File: src/rtl/lcsl_ram.sv
module lcsl_ram #(
  parameter int unsigned Width = 8,
  parameter int unsigned Depth = 256
) (
  input  logic                     clk_i,
  input  logic                     we_i,
  input  logic [$clog2(Depth)-1:0] addr_i,
  input  logic [Width-1:0]         wdata_i,
  output logic [Width-1:0]         rdata_o
);

  logic [Width-1:0] mem_q [Depth];

  always_ff @(posedge clk_i) begin
    if (we_i) begin
      mem_q[addr_i] <= wdata_i;
    end
    rdata_o <= mem_q[addr_i];
  end

endmodule

File: config.mk
export PLATFORM = sky130hd
export DESIGN_NAME = lcsl_ram
export DESIGN_NICKNAME = d
export VERILOG_FILES = /design/src/rtl/lcsl_ram.sv
export SDC_FILE = /design/constraint.sdc
export NUM_CORES = 2
export LEC_CHECK = 0
export ABC_AREA = 1
export ABC_CLOCK_PERIOD_IN_PS = 2200
export BUFFER_PORTS_ARGS = -buffer_cell sky130_fd_sc_hd__buf_4
export CORE_ASPECT_RATIO = 2
export CORE_UTILIZATION = 40
export CTS_BUF_LIST = sky130_fd_sc_hd__clkbuf_8
export CTS_CLUSTER_SIZE = 12
export DETAILED_ROUTE_END_ITERATION = 16
export HOLD_SLACK_MARGIN = 0.06
export SYNTH_ARGS = -nofsm -noshare
export SYNTH_HDL_FRONTEND = slang
export SYNTH_SLANG_ARGS = --single-unit
File: constraint.sdc
create_clock -name clk_i -period 2.2 [get_ports clk_i]
set_input_delay 0.11 -clock clk_i [delete_from_list [all_inputs] [get_ports clk_i]]
set_output_delay 0.11 -clock clk_i [all_outputs]
set_load 0.02 [all_outputs]
==> out/results.ini <==
[outcome]
outcome=finished clean

[floorplanning]
fp-row-count=238
coreArea_mm2=0.211
die_x_um=328
die-area_mm2=0.214
fp.dieH_um=653
pin_count=26
start_util_pct=40.3

[power_and_ir_drop]
ir_drop_uv=374
leakagePower_nw=40.3
power.density_mw_per_mm2=778

[sta]
setup_viol=0
fmax_ghz=0.488
worst_pin_slew_ns=1.16
finalCritPeriodShare_pct=93.2
period_minus_slack_ns=2.05
finalHoldViolCount=0
grt_setup_unrepaired=false
clock-skew-final_ns=0.0461
timing.slew.headroom_pct=22.4
maxSlewViolCount=0
whs_ns=0.115
fin_ws_ns=0.149

[worst_setup_path]
crit_buf_inv=4
crit_family=simple AND/OR/NAND/NOR gates
critical_path.max_fanout=12
cp.arrival_ns=2.62
worst_path_max_delay_cell=nor2_1
cp-end-kind=flip-flop
timing.rr.end=rdata_o[4]
worst_path_largest_cell_delay_ns=0.73
crit_type=in2reg
crit_chain=dlygate4sd3_1, buf_4, inv_1, nor2_4, nand2_1, buf_4, nor2_1
rr_worst_depth=12
r2r_start=mem_q[158][4]
cp.required_ns=2.77
worst_setup_path_start_kind=input pin
crit_top_cell=buf_4
r2r_slack_ns=0.15

[global_route]
grt_usage_pct=24.2
grt_pass1_vias=59400
antenna_found_initial=10
grt.overflow.total=0
grt_start_max_net_pins=76
grt_pass1_wl_um=379000

[yosys]
ys.flop_type=edfxtp_1
syn-num-nets=8039
yosysTopAreaCellShare_pct=72.5
yosys-top-cells-count=4770 x nand2_1, 2048 x edfxtp_1, 361 x nor2_1, 188 x nand3_1, 182 x buf_2
yosysUniqueCellTypes=18
syn_inst=8021
synth_edf_count=2048
yosys.area.top_type=edfxtp_1
netlist_top_cells_area=edfxtp_1 72%, nand2_1 21%, nor2_1 1.6%
ys_seq_elements=2056
synth-async-reset-ratio_pct=0
synth.most_common_cell=nand2_1
ys_seq_area_share_pct=72.7
synth_area_mm2=0.0849
syn_area_per_cell_um2=10.6
synth-warning-count=0

[hold_path]
min_from=addr_i[3]
holdPathStages=6
hold_end=mem_q[200][4]
min_path_type=in2reg

[drt]
antenna_left=0
drc=0
wl_per_cell_um=22.4
drt-initial-drc-count=4703
dr.pass1.iters=5
via_count=58700
finalWirelength_um=260000
via_per_inst=5.06

[cts]
post-cts-setup-buffer-count=0
clk_latency_ns=0.96
numClockSinks=2056
cts_tree=yes
clk_pin_slew_ns=0.07
cts-root-buf=clkbuf_8
numCtsBuffers=280
cts_max_level=5
cts_buffer_depth=4

[final_layout]
drive_above_1_share_pct=12.5
fillers=19000
syn_to_final_growth_pct=16.9
fin_nets=8654

[place]
post-dp-hpwl_um=175000
io_buffers=25
place_ws_ns=-0.538
place.gp.congestion=0.972

[run]
maxCapViolations=0

[where the power goes]
part / internal [mW] / switching, mW
Clock: 13.9 / 14.3
Combinational: 1.70 / 4.11
Sequential: 43.1 / 0.0604
[worst max path at each step]
stage / start / end / slack (ns) / cells past startpoint
final: addr_i[5] / mem_q[33][4] / 0.15 / 7
after global routing: mem_q[169][1] / rdata_o[1] / 0.005 / 13
after CTS: mem_q[169][5] / rdata_o[5] / 0.11 / 13
after detailed placement: addr_i[0] / rdata_o[5] / -0.54 / 18
after global placement: addr_i[0] / rdata_o[5] / -0.56 / 18
after floorplan: addr_i[1] / mem_q[234][0] / 0.25 / 10
[stage by stage]
step           area [µm²]  TNS (ns)  cells  total power, mW  utilization (%)
3_3_place_gp        93900    -70.49  11100             49.8             44.6
6_report            99200         0  11600             77.2             47.1
3_5_place_dp        93900    -73.85  11100             49.8             44.6
4_1_cts             99200         0  11600             77.6             47.1
5_1_grt             99200         0  11600             79.4             47.1
2_1_floorplan       84900         0   8021             46.5                -
[timing repair]
item	CTS	global route
endpoints found under the setup margin	0	4
resized for setup	0	4
endpoints found under the hold margin	2245	0
hold buffers	14	0
[cell usage in the layout (no fill, tap or decap), drive strengths merged]
cell	count
nand2	4771
edfxtp	2048
buf	736
nor2	362
clkbuf	289
nand3	188
o21ai	160
clkinv	105
inv	97
a21oi	32
bufinv	14
dlygate4sd3	14
clkinvlp	11
dfxtp	8
diode	7
[logic make-up (layout without fill, tap and decap cells)]
| family | Yosys count | in the layout | share of synthesized area [%] |
|---|---|---|---|
| compound gates | 192 | 192 | 1.13 |
| buf+inv | 452 | 1266 | 2.36 |
| flops | 2056 | 2056 | 72.7 |
| other cells | 0 | 7 | 0 |
| simple gates | 5321 | 5321 | 23.8 |
[layer usage]
metal  share of wire [%]  track usage, %  vias up
met5               0.022               0        -
met4                 8.9            19.6       10
met3                 4.8            2.97      733
met2                  53            45.0     1944
met1                  33            23.9    28400
li1                    -               -    27600
[area by class of cell]
cell class | count | area [µm²] | area share, %
clock inverter | 192 | 1190 | 1.20
inverter | 35 | 165 | 0.166
multi-input combinational | 5513 | 21200 | 21.4
antenna | 7 | 17.5 | 0.0177
timing repair buffer | 750 | 7530 | 7.59
sequential | 2056 | 61700 | 62.1
tap | 2760 | 3450 | 3.48
clock buffer | 289 | 3980 | 4.01
[state kept, by name (all words and copies together) (netlist names)]
signal / flops
rdata_o: 8
mem_q: 2048
[worst register-to-register path, stage by stage, from the launching register on]
cell and delay [ns]:
edfxtp_1 0.37, nand2_1 0.08, nand2_1 0.09, nand2_1 0.11
nand2_1 0.06, nand2_1 0.07, nand2_1 0.07, o21ai_0 0.35
nand2_1 0.17, nor2_1 0.19, nor2_1 0.06, nor2_1 0.23
nand2_1 0.08
(Power assumes the default switching activity.)
